File: src/decimal_text_to_fixed_point_macros.svh
// ----------------------------------------------------------------------------
// Decimal text to fixed point: assertion macros
// Concurrent check forms used by the top-level file's assertions.
// ----------------------------------------------------------------------------
`ifndef DECIMAL_TEXT_TO_FIXED_POINT_MACROS_SVH
`define DECIMAL_TEXT_TO_FIXED_POINT_MACROS_SVH

// The consequent must hold in the same cycle as the antecedent.
`define DTTFP_ASSERT_SAME(label, ante, cons, msg) \
    label: assert property (@(posedge i_clk) disable iff (!i_rst_n) \
        (ante) |-> (cons)) else $error(msg);

// The consequent must hold in the cycle after the antecedent.
`define DTTFP_ASSERT_NEXT(label, ante, cons, msg) \
    label: assert property (@(posedge i_clk) disable iff (!i_rst_n) \
        (ante) |=> (cons)) else $error(msg);

`endif

File: src/dttfp_pkg.sv
// ----------------------------------------------------------------------------
// Decimal text to fixed point: package
// Payload types, status codes, character codes and the power-of-ten table.
// ----------------------------------------------------------------------------
`default_nettype none

package dttfp_pkg;

    localparam int unsigned IntWidth  = 31;
    localparam int unsigned FracWidth = 30;
    localparam int unsigned CntWidth  = 4;

    localparam logic [1:0] ST_OK           = 2'd0;
    localparam logic [1:0] ST_BAD_CHAR     = 2'd1;
    localparam logic [1:0] ST_SECOND_POINT = 2'd2;
    localparam logic [1:0] ST_OVERFLOW     = 2'd3;

    localparam logic [7:0] CH_MINUS = 8'h2D;
    localparam logic [7:0] CH_POINT = 8'h2E;
    localparam logic [7:0] CH_ZERO  = 8'h30;
    localparam logic [7:0] CH_NINE  = 8'h39;

    localparam logic [34:0] INT_LIMIT = 35'h0_7FFF_FFFF;

    typedef struct packed {
        logic [7:0] char_code;
        logic       is_last;
    } t_in_item;

    typedef struct packed {
        logic signed [63:0] value;
        logic [1:0]         status;
    } t_out_item;

    typedef struct packed {
        logic take;
        logic prep;
        logic step;
        logic load;
    } t_cmd;

    function automatic logic [FracWidth-1:0] pow10(input logic [CntWidth-1:0] n);
        logic [FracWidth-1:0] p;
        case (n)
            4'd0:    p = 30'd1;
            4'd1:    p = 30'd10;
            4'd2:    p = 30'd100;
            4'd3:    p = 30'd1000;
            4'd4:    p = 30'd10000;
            4'd5:    p = 30'd100000;
            4'd6:    p = 30'd1000000;
            4'd7:    p = 30'd10000000;
            4'd8:    p = 30'd100000000;
            default: p = 30'd1000000000;
        endcase
        return p;
    endfunction

endpackage

`default_nettype wire

File: src/dttfp_dpath.sv
// ----------------------------------------------------------------------------
// Decimal text to fixed point: datapath
// Character accumulators, bit-serial fraction divider and result register.
// ----------------------------------------------------------------------------
`default_nettype none

module dttfp_dpath #(
    parameter int unsigned MAX_FRACTION_DIGITS = 9,
    parameter int unsigned FRACTION_BITS       = 32
) (
    input  wire                   i_clk,
    input  wire                   i_rst_n,
    input  dttfp_pkg::t_cmd       i_cmd,
    input  dttfp_pkg::t_in_item   i_in_data,
    output dttfp_pkg::t_out_item  o_out_data
);
    import dttfp_pkg::*;

    logic [IntWidth-1:0]      r_int_acc, n_int_acc;
    logic [FracWidth-1:0]     r_frac_acc, n_frac_acc;
    logic [CntWidth-1:0]      r_frac_cnt, n_frac_cnt;
    logic                     r_point, n_point;
    logic                     r_neg, n_neg;
    logic                     r_first, n_first;
    logic [1:0]               r_err, n_err;
    logic [FracWidth:0]       r_rem;
    logic [FracWidth-1:0]     r_div;
    logic [FRACTION_BITS-1:0] r_quot;
    t_out_item                r_out;

    logic [7:0]          w_char;
    logic [3:0]          w_digit;
    logic                w_is_digit;
    logic [34:0]         w_int_next;
    logic [FracWidth:0]  w_rem2;
    logic                w_fits;
    logic [63:0]         w_mag;
    logic [63:0]         w_value;

    assign w_char     = i_in_data.char_code;
    assign w_is_digit = (w_char >= CH_ZERO) && (w_char <= CH_NINE);
    assign w_digit    = 4'(w_char - CH_ZERO);
    assign w_int_next = {1'b0, r_int_acc, 3'b000} + {3'b000, r_int_acc, 1'b0}
                      + {31'd0, w_digit};

    always_comb begin
        n_int_acc  = r_int_acc;
        n_frac_acc = r_frac_acc;
        n_frac_cnt = r_frac_cnt;
        n_point    = r_point;
        n_neg      = r_neg;
        n_first    = r_first;
        n_err      = r_err;
        if (i_cmd.load) begin
            n_int_acc  = '0;
            n_frac_acc = '0;
            n_frac_cnt = '0;
            n_point    = 1'b0;
            n_neg      = 1'b0;
            n_first    = 1'b1;
            n_err      = ST_OK;
        end else if (i_cmd.take) begin
            n_first = 1'b0;
            if (w_char == CH_MINUS) begin
                if (r_first) begin
                    n_neg = 1'b1;
                end else if (r_err == ST_OK) begin
                    n_err = ST_BAD_CHAR;
                end
            end else if (w_char == CH_POINT) begin
                if (r_point && (r_err == ST_OK)) begin
                    n_err = ST_SECOND_POINT;
                end
                n_point = 1'b1;
            end else if (!w_is_digit) begin
                if (r_err == ST_OK) begin
                    n_err = ST_BAD_CHAR;
                end
            end else if (r_point) begin
                if (r_frac_cnt < CntWidth'(MAX_FRACTION_DIGITS)) begin
                    n_frac_acc = FracWidth'({r_frac_acc, 3'b000} + {2'b00, r_frac_acc, 1'b0}
                                            + {29'd0, w_digit});
                    n_frac_cnt = r_frac_cnt + CntWidth'(1);
                end
            end else if (w_int_next > INT_LIMIT) begin
                n_int_acc = INT_LIMIT[IntWidth-1:0];
                if (r_err == ST_OK) begin
                    n_err = ST_OVERFLOW;
                end
            end else begin
                n_int_acc = w_int_next[IntWidth-1:0];
            end
        end
    end

    assign w_rem2 = {r_rem[FracWidth-1:0], 1'b0};
    assign w_fits = w_rem2 >= {1'b0, r_div};

    assign w_mag   = (64'(r_int_acc) << FRACTION_BITS) | 64'(r_quot);
    assign w_value = ((r_err == ST_BAD_CHAR) || (r_err == ST_SECOND_POINT)) ? 64'd0 :
                     (r_neg ? (64'd0 - w_mag) : w_mag);

    always_ff @(posedge i_clk) begin
        if (!i_rst_n) begin
            r_int_acc  <= '0;
            r_frac_acc <= '0;
            r_frac_cnt <= '0;
            r_point    <= 1'b0;
            r_neg      <= 1'b0;
            r_first    <= 1'b1;
            r_err      <= ST_OK;
        end else begin
            r_int_acc  <= n_int_acc;
            r_frac_acc <= n_frac_acc;
            r_frac_cnt <= n_frac_cnt;
            r_point    <= n_point;
            r_neg      <= n_neg;
            r_first    <= n_first;
            r_err      <= n_err;
        end
    end

    always_ff @(posedge i_clk) begin
        if (i_cmd.prep) begin
            r_rem  <= {1'b0, r_frac_acc};
            r_div  <= pow10(r_frac_cnt);
            r_quot <= '0;
        end else if (i_cmd.step) begin
            r_rem  <= w_fits ? (w_rem2 - {1'b0, r_div}) : w_rem2;
            r_quot <= {r_quot[FRACTION_BITS-2:0], w_fits};
        end
        if (i_cmd.load) begin
            r_out.value  <= w_value;
            r_out.status <= r_err;
        end
    end

    assign o_out_data = r_out;

endmodule

`default_nettype wire

File: src/dttfp_ctrl.sv
// ----------------------------------------------------------------------------
// Decimal text to fixed point: controller
// Sequences character intake, divider setup, divider steps and result load.
// ----------------------------------------------------------------------------
`default_nettype none

module dttfp_ctrl #(
    parameter int unsigned FRACTION_BITS = 32
) (
    input  wire                  i_clk,
    input  wire                  i_rst_n,
    input  wire                  i_in_valid,
    input  wire                  i_in_last,
    output logic                 o_in_ready,
    output logic                 o_out_valid,
    input  wire                  i_out_ready,
    output dttfp_pkg::t_cmd      o_cmd
);
    import dttfp_pkg::*;

    localparam int unsigned CW = $clog2(FRACTION_BITS);

    typedef enum logic [1:0] {
        S_IDLE,
        S_PREP,
        S_DIV,
        S_LOAD
    } t_state;

    t_state        r_state;
    logic [CW-1:0] r_cnt;
    logic          r_out_valid;

    always_comb begin
        o_in_ready = (r_state == S_IDLE);
        o_cmd.take = i_in_valid && o_in_ready;
        o_cmd.prep = (r_state == S_PREP);
        o_cmd.step = (r_state == S_DIV);
        o_cmd.load = (r_state == S_LOAD) && (!r_out_valid || i_out_ready);
    end

    always_ff @(posedge i_clk) begin
        if (!i_rst_n) begin
            r_state     <= S_IDLE;
            r_cnt       <= '0;
            r_out_valid <= 1'b0;
        end else begin
            if (o_cmd.load) begin
                r_out_valid <= 1'b1;
            end else if (r_out_valid && i_out_ready) begin
                r_out_valid <= 1'b0;
            end
            case (r_state)
                S_IDLE: begin
                    if (o_cmd.take && i_in_last) begin
                        r_state <= S_PREP;
                    end
                end
                S_PREP: begin
                    r_cnt   <= '0;
                    r_state <= S_DIV;
                end
                S_DIV: begin
                    r_cnt <= r_cnt + CW'(1);
                    if (r_cnt == CW'(FRACTION_BITS - 1)) begin
                        r_state <= S_LOAD;
                    end
                end
                S_LOAD: begin
                    if (o_cmd.load) begin
                        r_state <= S_IDLE;
                    end
                end
                default: begin
                    r_state <= S_IDLE;
                end
            endcase
        end
    end

    assign o_out_valid = r_out_valid;

endmodule

`default_nettype wire

File: src/decimal_text_to_fixed_point.sv
// ----------------------------------------------------------------------------
// Decimal text to fixed point
// Parses one decimal character per transfer into signed fixed point.
//
//   Channel   Signals                              Direction
//   input     i_in_valid, o_in_ready, i_in_data    char_code, is_last in
//   output    o_out_valid, i_out_ready, o_out_data value, status out
//
// Characters are taken while the parser is idle. A final character adds a setup
// step, FRACTION_BITS steps of the one-bit-per-cycle fraction divider and a
// load step; no character is taken until that result is loaded.
// Reset is synchronous and returns the parser to the start of a string.
// Characters of the next string are taken while a result waits on the output;
// a stalled output holds only the load of the following result.
// ----------------------------------------------------------------------------
`default_nettype none

`include "decimal_text_to_fixed_point_macros.svh"

module decimal_text_to_fixed_point #(
    parameter int unsigned MAX_FRACTION_DIGITS = 9,
    parameter int unsigned FRACTION_BITS       = 32
) (
    input  wire                   i_clk,
    input  wire                   i_rst_n,
    input  wire                   i_in_valid,
    output logic                  o_in_ready,
    input  dttfp_pkg::t_in_item   i_in_data,
    output logic                  o_out_valid,
    input  wire                   i_out_ready,
    output dttfp_pkg::t_out_item  o_out_data
);
    import dttfp_pkg::*;

    t_cmd w_cmd;

    dttfp_ctrl #(
        .FRACTION_BITS (FRACTION_BITS)
    ) u_ctrl (
        .i_clk       (i_clk),
        .i_rst_n     (i_rst_n),
        .i_in_valid  (i_in_valid),
        .i_in_last   (i_in_data.is_last),
        .o_in_ready  (o_in_ready),
        .o_out_valid (o_out_valid),
        .i_out_ready (i_out_ready),
        .o_cmd       (w_cmd)
    );

    dttfp_dpath #(
        .MAX_FRACTION_DIGITS (MAX_FRACTION_DIGITS),
        .FRACTION_BITS       (FRACTION_BITS)
    ) u_dpath (
        .i_clk      (i_clk),
        .i_rst_n    (i_rst_n),
        .i_cmd      (w_cmd),
        .i_in_data  (i_in_data),
        .o_out_data (o_out_data)
    );

    `DTTFP_ASSERT_SAME(a_no_take_while_dividing, w_cmd.step || w_cmd.prep, !o_in_ready, "input taken during division")
    `DTTFP_ASSERT_NEXT(a_last_starts_division, i_in_valid && o_in_ready && i_in_data.is_last, w_cmd.prep, "last character did not start division")
    `DTTFP_ASSERT_NEXT(a_load_shows_result, w_cmd.load, o_out_valid, "loaded result not presented")
    `DTTFP_ASSERT_SAME(a_error_value_zero, o_out_valid && ((o_out_data.status == ST_BAD_CHAR) || (o_out_data.status == ST_SECOND_POINT)), o_out_data.value == 64'sd0, "error result carries a nonzero value")

endmodule

`default_nettype wire

File: config.mk
export PLATFORM = sky130hd
export DESIGN_NAME = decimal_text_to_fixed_point
export DESIGN_NICKNAME = d
export VERILOG_FILES = /design/src/dttfp_pkg.sv /design/src/dttfp_dpath.sv /design/src/dttfp_ctrl.sv /design/src/decimal_text_to_fixed_point.sv
export VERILOG_INCLUDE_DIRS = /design/src /design/src/src
export SDC_FILE = /design/constraint.sdc
export NUM_CORES = 1
export LEC_CHECK = 0
export CAP_MARGIN = 20
export CORE_AREA = 2 2 146 205
export DETAILED_ROUTE_END_ITERATION = 8
export DIE_AREA = 0 0 148 207
export DONT_BUFFER_PORTS = 1
export PLACE_DENSITY = 0.74
export SLEW_MARGIN = 20
export SYNTH_ARGS = -nofsm -noshare
export SYNTH_HDL_FRONTEND = slang
export SYNTH_SLANG_ARGS = --single-unit
File: constraint.sdc
create_clock -name i_clk -period 4.95 [get_ports i_clk]
set_input_delay 0 -clock i_clk [delete_from_list [all_inputs] [get_ports i_clk]]
set_output_delay 0 -clock i_clk [all_outputs]
set_load 0.01 [all_outputs]
---- After elaboration in Yosys (flattened, before gate mapping) ----
Memory sizes are Yosys's and may differ from the RTL's. A register that Yosys moved wholly into a read port is not among the register bits.
Cells that the tools add are included.
storage, ports and cells
  bits in read-only memories .............. 480
  word-level logic and storage cells ...... 91
  output and inout port bits .............. 68
  register bits ........................... 206
  memories ................................ 1
cells by class
  equality and inequality tests ........... 16
  order comparisons ....................... 5
  add/sub/neg operators ................... 9
  multiplexer cells ....................... 21
  reductions and logical operators ........ 20
  bitwise gates (word level) .............. 5
memory list
  name             words  bits a word  read ports  clocked after Yosys merged registers in  wr ports  line             text
  (no name shown)  16     30           1           1                                        0         dttfp_pkg.sv:44  case (n)
operators by type and width
  kind                   number
  $mux 30                3
  $mux 64                1
  $sub 1x64->64 const A  1
  $or 63x32->63          1
  $add 34x32->35         1
  $add 35x4->35          1
  $gt 35x31->1 const B   1
  $ge 31x30->1           1
  $mux 31                1
  $add 30x30->30         1
  $add 30x4->30          1
  $sub 30x30->30         1
  $mux 2                 12
  $eq 8x6->1 const B     2
  $ne 4x4->1 const B     3
  $reduce_and 6->1       2
  $pmux 5 s2             1
  $reduce_and 3->1       3
  $ge 8x6->1 const B     1
  $le 8x6->1 const B     1
  $pmux 2 s4             1
  $eq 2x2->1 const B     3
  $logic_and 1x1->1      6
  $add 5x1->5 const B    1
  16 further kinds       26

---- Logic depth before layout (Yosys ltp) ----
Gate-level depths: netlist of run 1.
  depth after elaboration ................. 8
  depth in mapped cells ................... 14
  depth with buffers taken out ............ 13

---- By module ----
Synthesis of run 1 repeated with hierarchy kept, for this count alone.
unflattened totals
  cell total of the unflattened synthesis .. 1708
  area total of the unflattened synthesis .. 15564.9 sq um
modules (own cells, without submodules)
  module       sequential area each (sq um)  area each (sq um)  cells each  instances
  dttfp_dpath  5615.4                        15100.7            1658        1
  dttfp_ctrl   160.2                         464.2              50          1

---- Worst setup path before layout of run 1 ----
No wires, ideal clock.
  path type ............................... reg2reg
  from .................................... reg u_dpath.r_int_acc[0]
  to ...................................... reg u_dpath.r_int_acc[29]
  required time ........................... 4.830 ns
  cell stages (with the launch flop) ...... 15
  data arrival time ....................... 3.909 ns
  setup slack ............................. 0.921 ns
  path buffers ............................ 1
  period minus slack after synthesis ...... 4.029 ns
  path through ............................ dfxtp_1 -> inv_1 -> fa_1 -> inv_1 -> ha_1 -> a21oi_1 -> nor2_1 -> o21ai_0 -> a41oi_1 -> a2111oi_0 -> mux2_2 -> or4_1 -> nor3_2 -> buf_2 -> a21oi_1
on the way
  longest elaborated chain between the ends .. 4
ends and longest elaborated chain
  element                   line                text
  start: declaration        dttfp_dpath.sv:19   logic [IntWidth-1:0] r_int_acc, n_int_acc;
  start signal: assignment  dttfp_dpath.sv:113  r_int_acc <= n_int_acc;
  $add 34x32->35 *          dttfp_dpath.sv:43   assign w_int_next = {1'b0, r_int_acc, 3'b000} + {3'b000, r_int_acc, 1'b0}
  $add 35x4->35 *           dttfp_dpath.sv:44   + {31'd0, w_digit};
  $gt 35x31->1              dttfp_dpath.sv:85   end else if (w_int_next > INT_LIMIT) begin
  $mux 31 *                 dttfp_dpath.sv:85
Every way passes the cells marked *; elsewhere a longest branch is shown, timed or not.
A chain may end at the register's enable or synchronous reset.

---- Worst setup path in the final report of run 1 ----
  from .................................... reg u_dpath.r_int_acc[0]
  to ...................................... reg u_dpath.r_int_acc[11]
Same word-level chain as after synthesis.

==> summary.md, run 1 <==
| Metric | Value |
|---|---|
| Hold Fails Final Rpt | 1 |
| Cell count after synthesis | 1724 |
| Post-synth EDFFs | 119 |
| Hold_ws | -15.18 ps |
| Failing checks | hold timing |
| Number of CTS-inserted buffers | 22 |
| Top cells by area, synth | edfxtp_1, dfxtp_1, ha_1, xor2_1, a21oi_1 |
| Top cell type's share of synthesized area | 0.2284 |
| GR peak layer | met2 |
| # DRC | 0 |
| Clk_skew | 20.95 ps |
| Latest clock arrival within the worst-skew pair | 540 ps |
| Height of the die | 207 um |
| Final worst-path cycle share | 0.9097 |
| Core area | 28890 um2 |
| Setup TNS | 0 ps |
| Share of layout cells above drive strength 1 | 0.05346 |
| Max-cap violations | 0 |
| Synth cell types | 75 |
| Arrival @ worst endpoint | 4910 ps |
| Met3 usage | 0.02247 |
| Maximum fanout along the worst path | 31 |
| Adder-Cell Fraction of Synth Area | 0.1360 |
| Yosys Warn Count | 0 |
| Async SR Flop Fraction | 0 |
| 1st-iter DRT viols | 655 |
| Clock Sink Count | 229 |
| Worst-Margin Slew | 708.2 ps |
| Die width | 148 um |
| Drt via density | 6.020 |
| Routed length per placed instance | 17.72 um |
| Sequential area share after synthesis | 0.3692 |
| # fillers | 2512 |
| Mux cell area share after synthesis | 0.03151 |
| Final setup fails | 0 |
| Port bufs | 0 |
| Total global-route track usage | 0.2393 |
| Area leader, netlist | edfxtp_1 |
| Syn_area_per_cell | 9.074 um2 |
| Met2 Usage GRT | 0.4526 |
| Gpl congestion | 0.9263 |
| CP Data Required Time | 5350 ps |
| Final Cell Area | 16840 um2 |
| XOR/XNOR Fraction of Synth Area | 0.07334 |
| Area of the multi-input gates | 9356 um2 |
| Slew headroom | 0.5278 |
| Max-slew violations | 0 |
| Status | complete, but fails checks |
| CTS tree | done |
| # diodes | 0 |
| Max frequency | 222.1 MHz |
| Post-synth net total | 1904 |
| Cell Area, Synth | 15640 um2 |
| Gr ovfl total | 0 |
| Nature of the critical path startpoint | flop |
| Post-route ant nets | 0 |
| Row count | 74 |
| Vias in the first global route | 12.49k |
| Commonest cells after routing, fill and taps aside | nand2_1, nor2_1, ha_1, a21oi_1, edfxtp_1 |
| Leakage | 7.287 nW |
| RSZ-0062 raised after global routing | no |
| CP endpoint kind | flop |
| Initial antenna violation count | 0 |
| Worst IR Drop VDD | 0.2778 mV |
| CTS root buf | clkbuf_16 |
| DR vias | 12.65k |
| Worst hold path class | input pin to flop |
| Clock Tree Buf Depth | 3 |
| Dpl cell area | 16040 um2 |
| Post-synthesis compound-gate area fraction | 0.1853 |
| CTS HTree Levels | 1 |
| Dpl cells | 2053 |
| Top_reg_cell synth | edfxtp_1 |
| IO Count | 81 |
| Post-route insts no fill | 2101 |
| Worst-path clk slew | 60 ps |
| Die area | 30640 um2 |
| Largest net degree at the start of global routing | 66 |
| Initial core utilization | 0.5415 |
| Commonest non-fill, non-tap cell in the layout | nand2_1 |
| Period minus WS final | 4503 ps |
| Simple-gate share of the synthesized area | 0.1692 |
| Final net count | 1885 |
| Fin util | 0.5831 |
| Register Area | 5777 um2 |
| First-pass GRT wire length | 60770 um |
| Area grow syn2layout | 7.670% |
| Main combinational cell family by area after synthesis | compound AO/OA/AOI/OAI gates |
| DRT Wirelength | 37230 um |
| First-pass detailed-route iteration total | 5 |
| WS Path Type | flop to flop |
| Met1 track demand over resource | 0.2601 |
| PwrDens | 444.1 nW/um2 |
| DP HPWL | 27470 um |
| Power Total | 7.480 mW |
| FF+latch count, synth | 229 |
==> Yosys cell counts, types with 5 or more instances <==
master    number
a211o_1        5
a211oi_1      15
a21boi_0       7
a21o_1        46
a21oi_1      133
a31o_2         5
a31oi_1       17
and2_1        10
and3_1        17
buf_1          6
clkbuf_1      60
dfxtp_1      110
edfxtp_1     119
fa_1           5
ha_1         162
inv_1         77
mux2i_1       47
nand2_1      164
nand2b_1      19
nand3_1       50
nand3b_1       5
nand4_1       12
nor2_1       160
nor2b_1       16
nor3_1        21
nor4_1        11
o211ai_1      12
o21a_1        15
o21ai_0       93
o21ai_1        5
o21bai_1      12
o311ai_0      14
o31ai_1       29
o41ai_1        5
or2_2         10
or3_1         19
or4_1         12
xnor2_1       42
xor2_1        89
==> worst max-delay path, stage by stage, from the launching register on <==
cell and delay, ps:
dfxtp_1 420, inv_1 120, fa_1 580, inv_1 60, ha_1 280, a21oi_1 240, nor2_1 110, o21ai_0 300
a41oi_1 260, a2111oi_0 480, mux2_2 400, or4_1 620, nor3_4 190, buf_12 220, a21oi_1 90
==> power by group <==
| part | internal [mW] | leakage [nW] | switching, mW |
|---|---|---|---|
| registers | 2.43 | 1.98 | 0.162 |
| logic | 1.26 | 4.96 | 1.94 |
| clock network | 0.948 | 0.343 | 0.738 |
| total | 4.64 | 7.29 | 2.84 |
==> per-stage QoR <==
| step | setup WS, ps | hold WS, ps |
|---|---|---|
| floorplan | 921.1 | 127.9 |
| global route | 118.7 | 48.21 |
| global placement | 616.9 | 123.9 |
| finish | 446.9 | -15.18 |
| detailed placement | 509.3 | 126.4 |
| CTS | 441.5 | 14.64 |
==> flip-flops by register name (all words and copies together), names as in the netlist <==
name and flops:
u_dpath.r_err 2, u_dpath.r_neg 1, u_ctrl.o_out_valid 1, u_dpath.r_frac_cnt 4, u_dpath.r_point 1, u_dpath.r_frac_acc 30, u_dpath.r_div 23, u_ctrl.r_cnt 5
u_dpath.o_out_data 66, u_ctrl.r_state 2, u_dpath.r_int_acc 31, u_dpath.r_first 1, u_dpath.r_quot 32, u_dpath.r_rem 30
==> area by class of cell <==
cell class | instances | share of cell area
multi-input cells | 1348 | 0.5555
flip-flops and latches | 229 | 0.3430
clock inverters | 12 | 0.007800
well taps | 380 | 0.02823
inverters | 78 | 0.01738
repair buffers | 26 | 0.01352
clock buffers | 28 | 0.03462
==> cells by family (layout without fill, tap and decap cells) <==
| logic type | after synthesis | in the layout |
|---|---|---|
| flip-flops | 229 | 229 |
| AND/OR/NAND/NOR | 550 | 550 |
| buffers and inverters | 147 | 144 |
| AO/OA/AOI/OAI | 451 | 451 |
| adder cells (fa/ha/maj) | 167 | 167 |
| XOR/XNOR | 131 | 131 |
| multiplexers | 49 | 49 |
==> final timing paths <==
kind                         from  cells after the start  slack (ps)               endpoint
min reg2reg      u_dpath.r_err[0]                      0         460  u_dpath.o_out_data[0]
max          u_dpath.r_int_acc[0]                     14         450  u_dpath.r_int_acc[11]
max reg2reg  u_dpath.r_int_acc[0]                     14         450  u_dpath.r_int_acc[11]
min                    i_in_valid                      4         -20      u_ctrl.r_state[1]
==> layer usage <==
metal  share of wire  vias to the layer above
met1            0.39                     5983
met4           0.049                        0
li1                -                     6245
met3           0.032                      116
met5               0                        -
met2            0.53                      305
==> what timing repair did <==
action,CTS,global route
hold buffers,8,0
gates resized for setup,0,0
setup buffers,0,0
endpoints found under the hold margin,40,0
(Power assumes the default switching activity.)
==> run 2, diff against run 1 <==
--- a/config.mk
+++ b/config.mk
@@ -6,11 +6,13 @@
 export SDC_FILE = /design/constraint.sdc
 export NUM_CORES = 1
 export LEC_CHECK = 0
+export ABC_AREA = 1
 export CAP_MARGIN = 20
-export CORE_AREA = 2 2 146 205
+export CORE_AREA = 2 2 153 215
 export DETAILED_ROUTE_END_ITERATION = 8
-export DIE_AREA = 0 0 148 207
+export DIE_AREA = 0 0 155 217
 export DONT_BUFFER_PORTS = 1
+export GPL_ROUTABILITY_DRIVEN = 0
 export PLACE_DENSITY = 0.74
 export SLEW_MARGIN = 20
 export SYNTH_ARGS = -nofsm -noshare
==> run 2 against run 1 <==
Net effect:
- the flow now finishes without violations
- critical path type unchanged
- register-to-register slack improved by 870 ps
- clock skew fell by 2.8 ps
- clock power rose by 13%
- worst hold slack improved by 42 ps
- non-clock buffer count rose by 3
- final area rose by 10%
- combinational power rose by 22%
- cell count rose by 34%
- setup slack improved by 870 ps
- via count rose by 25%
- routed wire length rose by 25%
- largest power group unchanged
==> summary.md, run 2 <==
| Metric | Value |
|---|---|
| Status | finished clean |
| # DRC | 0 (unchanged) |
| Maximum fanout along the worst path | 58 (+87%) |
| DP HPWL | 36010 um (+31%) |
| GR peak layer | met2 |
| Sw power | 3.726 mW (+31%) |
| Latest clock arrival within the worst-skew pair | 550 ps (about the same) |
| First-pass GRT wire length | 76110 um (+25%) |
| Core area | 31910 um2 (+10%) |
| Clk_skew | 18.16 ps (-2.794 ps) |
| 1st-iter DRT viols | 970 (+48%) |
| Hold_ws | 26.63 ps (+41.82 ps) |
| Clock Tree Buf Depth | 3 (unchanged) |
| Post-synth EDFFs | 119 (unchanged) |
| Min-Delay Startpoint | i_in_data[6] |
| Synth cell types | 52 (-31%) |
| DRT Wirelength | 46590 um (+25%) |
| Period minus WS final | 3633 ps (-870.5 ps) |
| Final net count | 2566 (+36%) |
| Nature of the critical path startpoint | flop |
| Vias in the first global route | 15.61k (+25%) |
| # fillers | 2902 (+16%) |
| Drt via density | 5.657 (-6.0%) |
| DR vias | 15.87k (+25%) |
| Async SR Flop Fraction | 0 (unchanged) |
| CP endpoint kind | flop |
| FF+latch count, synth | 229 (unchanged) |
| Max frequency | 275.3 MHz (+24%) |
| Routed length per placed instance | 16.61 um (-6.3%) |
| Number of CTS-inserted buffers | 24 (+9.1%) |
| Setup TNS | 0 ps (unchanged) |
| Startpoint of the worst register-to-register path | u_ctrl.r_state[0] |
| Met1 track demand over resource | 0.3097 (+0.04962) |
| Largest net degree at the start of global routing | 73 (+11%) |
| Synth cell count leaders | nand2_1, inv_1, nor2_1 |
| Max-slew violations | 0 (unchanged) |
| WS Path Type | flop to flop |
| Port bufs | 0 (unchanged) |
| Post-synth net total | 2565 (+35%) |
| Met3 usage | 0.03286 (+0.01039) |
| Syn_area_per_cell | 7.232 um2 (-20%) |
| Clk pwr share | 0.219 (-0.006) |
| CTS tree | done |
| Max-cap violations | 0 (unchanged) |
| Reg2Reg Setup Slack | 1320 ps (+870 ps) |
| CP Cell Sequence | inv_1 -> ha_2 -> inv_1 -> o211ai_1 -> o21ai_0 -> dlygate4sd3_1 -> a21oi_1 -> dlygate4sd3_1 |
| Initial antenna violation count | 0 (unchanged) |
| Internal power | 5.025 mW (+8.3%) |
| Die area | 33640 um2 (+9.8%) |
| Area of the multi-input gates | 9976 um2 (+6.6%) |
| Max reg flops | 66 (unchanged) |
| Min-Delay Path Depth | 5 (+1) |
| CTS root buf | clkbuf_16 |
| Hold Fails Final Rpt | 0 (-1) |
| Leakage | 8.862 nW (+22%) |
| Arrival @ worst endpoint | 4130 ps (-780 ps) |
| Sequential area share after synthesis | 0.3349 (-0.03433) |
| Yosys Warn Count | 0 (unchanged) |
| RSZ-0062 raised after global routing | no |
| Die width | 155 um (+4.7%) |
| Post-CTS Setup Inserts | 0 (unchanged) |
| Post-route ant nets | 0 (unchanged) |
| Hold EP | u_dpath.r_frac_acc[0] |
| Gr ovfl total | 0 (unchanged) |
| Share of layout cells above drive strength 1 | 0.05948 (+0.006027) |
| PwrDens | 470.5 nW/um2 (+6.0%) |
| Cell count after synthesis | 2385 (+38%) |
| Worst-path clk slew | 60 ps (about the same) |
| Count leader, synth | nand2_1 |
| Initial core utilization | 0.5405 (-0.001076) |
| Max incr delay on CP | 820 ps (+200 ps) |
| Commonest non-fill, non-tap cell in the layout | nand2_1 |
| Register Area | 5777 um2 (unchanged) |
| Sequential Power Share | 0.334 (-0.013) |
| Area leader, netlist | edfxtp_1 |
| Worst IR Drop VDD | 0.4362 mV (+57%) |
| Area grow syn2layout | 7.842% |
| Net Sw Frac | 0.4258 (+0.04632) |
| Final setup fails | 0 (unchanged) |
| Height of the die | 217 um (+4.8%) |
| Worst hold path class | input pin to flop |
| Reg-to-Reg End | u_ctrl.r_state[1] |
| Commonest cells after routing, fill and taps aside | nand2_1, inv_1, nor2_1, a21oi_1, ha_1 |
| Slew headroom | 0.3599 (-0.1680) |
| Met2 Usage GRT | 0.5083 (+0.05571) |
| Combinational Power Share | 0.447 (+0.019) |
| Top cell type's share of synthesized area | 0.2072 (-0.02124) |
| Top_reg_cell synth | edfxtp_1 |
| Worst R2R Path Depth | 8 (-6) |
| Final worst-path cycle share | 0.7339 (-0.1759) |
| Top cells by area, synth | edfxtp_1, dfxtp_1, ha_1, nand2_1, inv_1 |
| CTS HTree Levels | 1 (unchanged) |
| IO Count | 81 (unchanged) |
| Cell Area, Synth | 17250 um2 (+10%) |
| CP Data Required Time | 5440 ps (+90 ps) |
| First-pass detailed-route iteration total | 5 (unchanged) |
| Worst-Margin Slew | 960.2 ps (+252.0 ps) |
| Slowest cell on crit path | ha_2 |
| Fin util | 0.5828 (about the same) |
| Total global-route track usage | 0.2778 (+0.03851) |
| Clock Sink Count | 229 (unchanged) |
| Row count | 78 (+5.4%) |
run 2: area by class of cell:
type                    count  area share
repair buffers             29     0.01413
flip-flops and latches    229      0.3106
well taps                 400     0.02691
diodes                      1   0.0001345
clock inverters            17     0.01130
clock buffers              27     0.03343
inverters                 333     0.06720
multi-input cells        1769      0.5363
run 2: power by group through the flow:
stage / logic, mW / registers (mW) / clock network [mW]
global placement: 3.76 / 2.95 / 0
finish: 3.91 / 2.92 / 1.91
global route: 4.42 / 2.97 / 2.01
detailed placement: 3.83 / 2.96 / 0
CTS: 3.88 / 2.92 / 1.95
floorplan: 3.01 / 2.87 / 0
run 2: metrics by stage:
| step | power, mW | setup slack (ps) | std cells | area [um2] |
|---|---|---|---|---|
| after floorplan | 5.890 | 1855 | 2385 | 17250 |
| after global placement | 6.710 | 1748 | 2744 | 17600 |
| after detailed placement | 6.791 | 1649 | 2744 | 17600 |
| after CTS | 8.750 | 1391 | 2803 | 18580 |
| after global routing | 9.405 | 1096 | 2804 | 18600 |
| final | 8.752 | 1317 | 2805 | 18600 |
run 2: critical path, delay by kind of cell, from the launching register on:
family / cells / cell delay [ps]
AOI/OAI and AO/OA: 3 / 690
DFF: 1 / 330
buffers and inverters: 4 / 1730
adders and majority gates: 1 / 820
run 2: how the worst max path moves through the flow:
stage,startpoint,end,slack (ps),cells past startpoint
3_5_place_dp,u_dpath.r_int_acc[0],u_dpath.r_int_acc[27],1650,20
5_1_grt,u_ctrl.r_state[0],u_ctrl.r_state[1],1100,8
6_report,u_ctrl.r_state[0],u_ctrl.r_state[1],1320,8
3_3_place_gp,u_dpath.r_int_acc[0],u_dpath.r_int_acc[30],1750,20
2_1_floorplan,u_ctrl.r_state[0],u_dpath.r_frac_acc[17],1850,10
4_1_cts,u_ctrl.r_state[0],u_ctrl.r_state[1],1390,8
run 2: cells by family after synthesis:
logic type | share of synthesized area
XOR/XNOR | 0.03250
buffers and inverters | 0.08705
AND/OR/NAND/NOR | 0.2663
AO/OA/AOI/OAI | 0.1560
adder cells (fa/ha/maj) | 0.1233
flip-flops | 0.3349
run 2: routing by layer:
layer | up-vias | wire length [um]
li1 | 7974 | -
met1 | 7234 | 17990
met2 | 503 | 23490
met3 | 156 | 2377
met4 | 0 | 2735
met5 | - | 0
run 2: what timing repair did:
| action | CTS | global route |
|---|---|---|
| setup endpoints to repair | 0 | 0 |
| hold buffers | 15 | 0 |
| hold endpoints to repair | 19 | 0 |
| gates resized for setup | 0 | 0 |
==> run 3, diff against run 2 <==
==> constraint.sdc (replaced) <==
create_clock -name i_clk -period 3.7 [get_ports i_clk]
set_input_delay 0 -clock i_clk [delete_from_list [all_inputs] [get_ports i_clk]]
set_output_delay 0 -clock i_clk [all_outputs]
set_load 0.01 [all_outputs]
==> run 3 against run 2 <==
Net effect:
- routed wire length rose by 0.84%
- register-to-register slack got worse by 900 ps
- die area did not move
- fmax rose by 11%
- sequential power rose by 35%
- power rose by 35%
- clock skew fell by 6.2 ps
- sequential share of layout area fell by 0.15 points
- worst hold slack improved by 5.1 ps
- setup slack got worse by 900 ps
- cell count rose by 0.21%
- via count rose by 0.33%
==> summary.md, run 3 (synthesis gave the netlist of run 2 again) <==
| Metric | Value |
|---|---|
| Status | finished clean |
| PwrDens | 632.6 nW/um2 (+34%) |
| Max frequency | 304.4 MHz (+11%) |
| Worst-path clk slew | 60 ps (about the same) |
| Final setup fails | 0 (unchanged) |
| Commonest cells after routing, fill and taps aside | nand2_1, inv_1, nor2_1, a21oi_1, ha_1 |
| IO Count | 81 (unchanged) |
| Cell family with most CP delay | buffers and inverters |
| Min-Delay Path Depth | 7 (+2) |
| Dpl cells | 2750 (+0.22%) |
| Area grow syn2layout | 8.372% |
| Clock Sink Count | 229 (unchanged) |
| CP bufs+invs | 5 (+1) |
| WS Path Type | flop to flop |
| Final worst-path cycle share | 0.8878 (+0.1539) |
| DR vias | 15.92k (+0.33%) |
| CTS root buf | clkbuf_16 |
| Initial core utilization | 0.5405 (unchanged) |
| Core area | 31910 um2 (unchanged) |
| # diodes | 0 (-1) |
| CTS tree | done |
| Period minus WS final | 3285 ps (-347.8 ps) |
| Max reg flops | 66 (unchanged) |
| CP Data Required Time | 4180 ps (-1260 ps) |
| Leakage | 8.914 nW (+0.59%) |
| Die area | 33640 um2 (unchanged) |
| Post-route ant nets | 0 (unchanged) |
| Hold EP | u_dpath.r_err[0] |
| Row count | 78 (unchanged) |
| Reg2Reg Setup Slack | 420 ps (-900 ps) |
| 1st-iter DRT viols | 1077 (+11%) |
| DP Worst Slack | 647.4 ps (-1001 ps) |
| Largest net degree at the start of global routing | 73 (unchanged) |
| Maximum fanout along the worst path | 58 (unchanged) |
| Post-route insts no fill | 2811 (+0.21%) |
| # DRC | 0 (unchanged) |
| Reg-to-Reg End | u_ctrl.r_state[1] |
| Nature of the critical path startpoint | flop |
| Slowest cell on crit path | dlygate4sd3_1 |
| Worst R2R Path Depth | 9 (+1) |
| Max-cap violations | 0 (unchanged) |
| Final net count | 2573 (+0.27%) |
| Total global-route track usage | 0.2790 (+0.001141) |
| Final worst slack | 415.2 ps (-902.2 ps) |
| Die width | 155 um (unchanged) |
| DRT Wirelength | 46990 um (+0.84%) |
| Height of the die | 217 um (unchanged) |
| Setup TNS | 0 ps (unchanged) |
| Worst hold path class | input pin to flop |
| CTS HTree Levels | 1 (unchanged) |
| Gr ovfl total | 0 (unchanged) |
| Commonest non-fill, non-tap cell in the layout | nand2_1 |
| Number of CTS-inserted buffers | 24 (unchanged) |
| Arrival @ worst endpoint | 3770 ps (-360 ps) |
| Share of layout cells above drive strength 1 | 0.06263 (+0.003145) |
| Port bufs | 0 (unchanged) |
| RSZ-0062 raised after global routing | no |
| Min-Delay Startpoint | i_in_data[3] |
| Routed length per placed instance | 16.72 um (+0.63%) |
| Clock Tree Buf Depth | 3 (unchanged) |
| Startpoint of the worst register-to-register path | u_ctrl.r_state[0] |
| Slew headroom | 0.2734 (-0.08650) |
| Vias in the first global route | 15.64k (+0.18%) |
| Max-slew violations | 0 (unchanged) |
| Initial antenna violation count | 0 (unchanged) |
| Latest clock arrival within the worst-skew pair | 540 ps (about the same) |
| PostCTS Resize Cnt | 0 (unchanged) |
| Worst-Margin Slew | 1089 ps (+128.5 ps) |
| First-pass detailed-route iteration total | 8 (+3) |
| Clk_skew | 12.00 ps (-6.155 ps) |
| First-pass GRT wire length | 76240 um (+0.17%) |
| Drt via density | 5.663 (+0.11%) |
| Worst IR Drop VDD | 0.5785 mV (+33%) |
| Max incr delay on CP | 630 ps (-190 ps) |
| DP HPWL | 36450 um (+1.2%) |
| CP Cell Sequence | inv_1 -> ha_2 -> buf_4 -> inv_1 -> o211ai_1 -> o21ai_0 -> dlygate4sd3_1 -> a21oi_1 -> dlygate4sd3_1 |
| CP endpoint kind | flop |
| Post-CTS Setup Inserts | 0 (unchanged) |
| Power Total | 11.82 mW (+35%) |
| Hold Fails Final Rpt | 0 (unchanged) |
[run 3: cell types whose count changed in the layout (fill, tap and decap cells not counted), sizes merged]
cell,change
inv,+4
diode,-1
clkinv,-3
dlygate4sd3,+2
buf,+5
clkbuf,-1
[run 3: tightest hold or removal path, delay by kind of cell]
family                 cells  cell delay (ps)
buffers and inverters      1               80
and+or+nand+nor            6              460
[run 3: power breakdown]
group	internal [mW]	leakage (nW)	switching, mW	total, mW
clock network	1.50	0.410	1.07	2.57
registers	3.51	2.02	0.413	3.93
logic	1.78	6.49	3.55	5.33
[run 3: routing by layer]
layer	track usage	part of all wire	up-vias	wire length, um
met5	0	0	-	0
met4	0.1648	0.064	0	2998
met3	0.03286	0.050	172	2331
met2	0.5167	0.51	530	23730
met1	0.3029	0.38	7235	17920
li1	-	-	7982	-
[run 3: cell type report]
| cell class | instances | area (um2) |
|---|---|---|
| Tap cell | 400 | 500.5 |
| Multi-Input combinational cell | 1769 | 9976 |
| Clock buffer | 26 | 608.1 |
| Clock inverter | 18 | 235.2 |
| Sequential cell | 229 | 5777 |
| Inverter | 333 | 1250 |
| Fill cell | 2893 | 13220 |
| Timing Repair Buffer | 36 | 345.3 |
[run 3: how the worst max path moves through the flow]
stage                         startpoint                endpoint  slack [ps]  depth (start not counted)
global placement    u_dpath.r_int_acc[0]    u_dpath.r_int_acc[5]         730                         21
CTS                    u_ctrl.r_state[0]       u_ctrl.r_state[1]         500                          9
floorplan              u_ctrl.r_state[0]  u_dpath.r_frac_acc[17]         600                         10
finish                 u_ctrl.r_state[0]       u_ctrl.r_state[1]         420                          9
global route           u_ctrl.r_state[0]       u_ctrl.r_state[1]         150                          9
detailed placement  u_dpath.r_int_acc[0]    u_dpath.r_int_acc[3]         650                         21
[run 3: per-stage QoR]
| stage | area, um2 | utilization | hold slack [ps] |
|---|---|---|---|
| finish | 18690 | 0.5857 | 31.73 |
| global route | 18690 | 0.5857 | 69.59 |
| CTS | 18690 | 0.5857 | 9.781 |
| detailed placement | 17680 | 0.5539 | 146.9 |
| global placement | 17650 | 0.5531 | 145.6 |
| floorplan | 17250 | - | 128.1 |
[run 3: timing repair]
item | in CTS | in global routing
hold endpoints to repair | 20 | 0
setup endpoints to repair | 0 | 0
hold buffers | 17 | 0
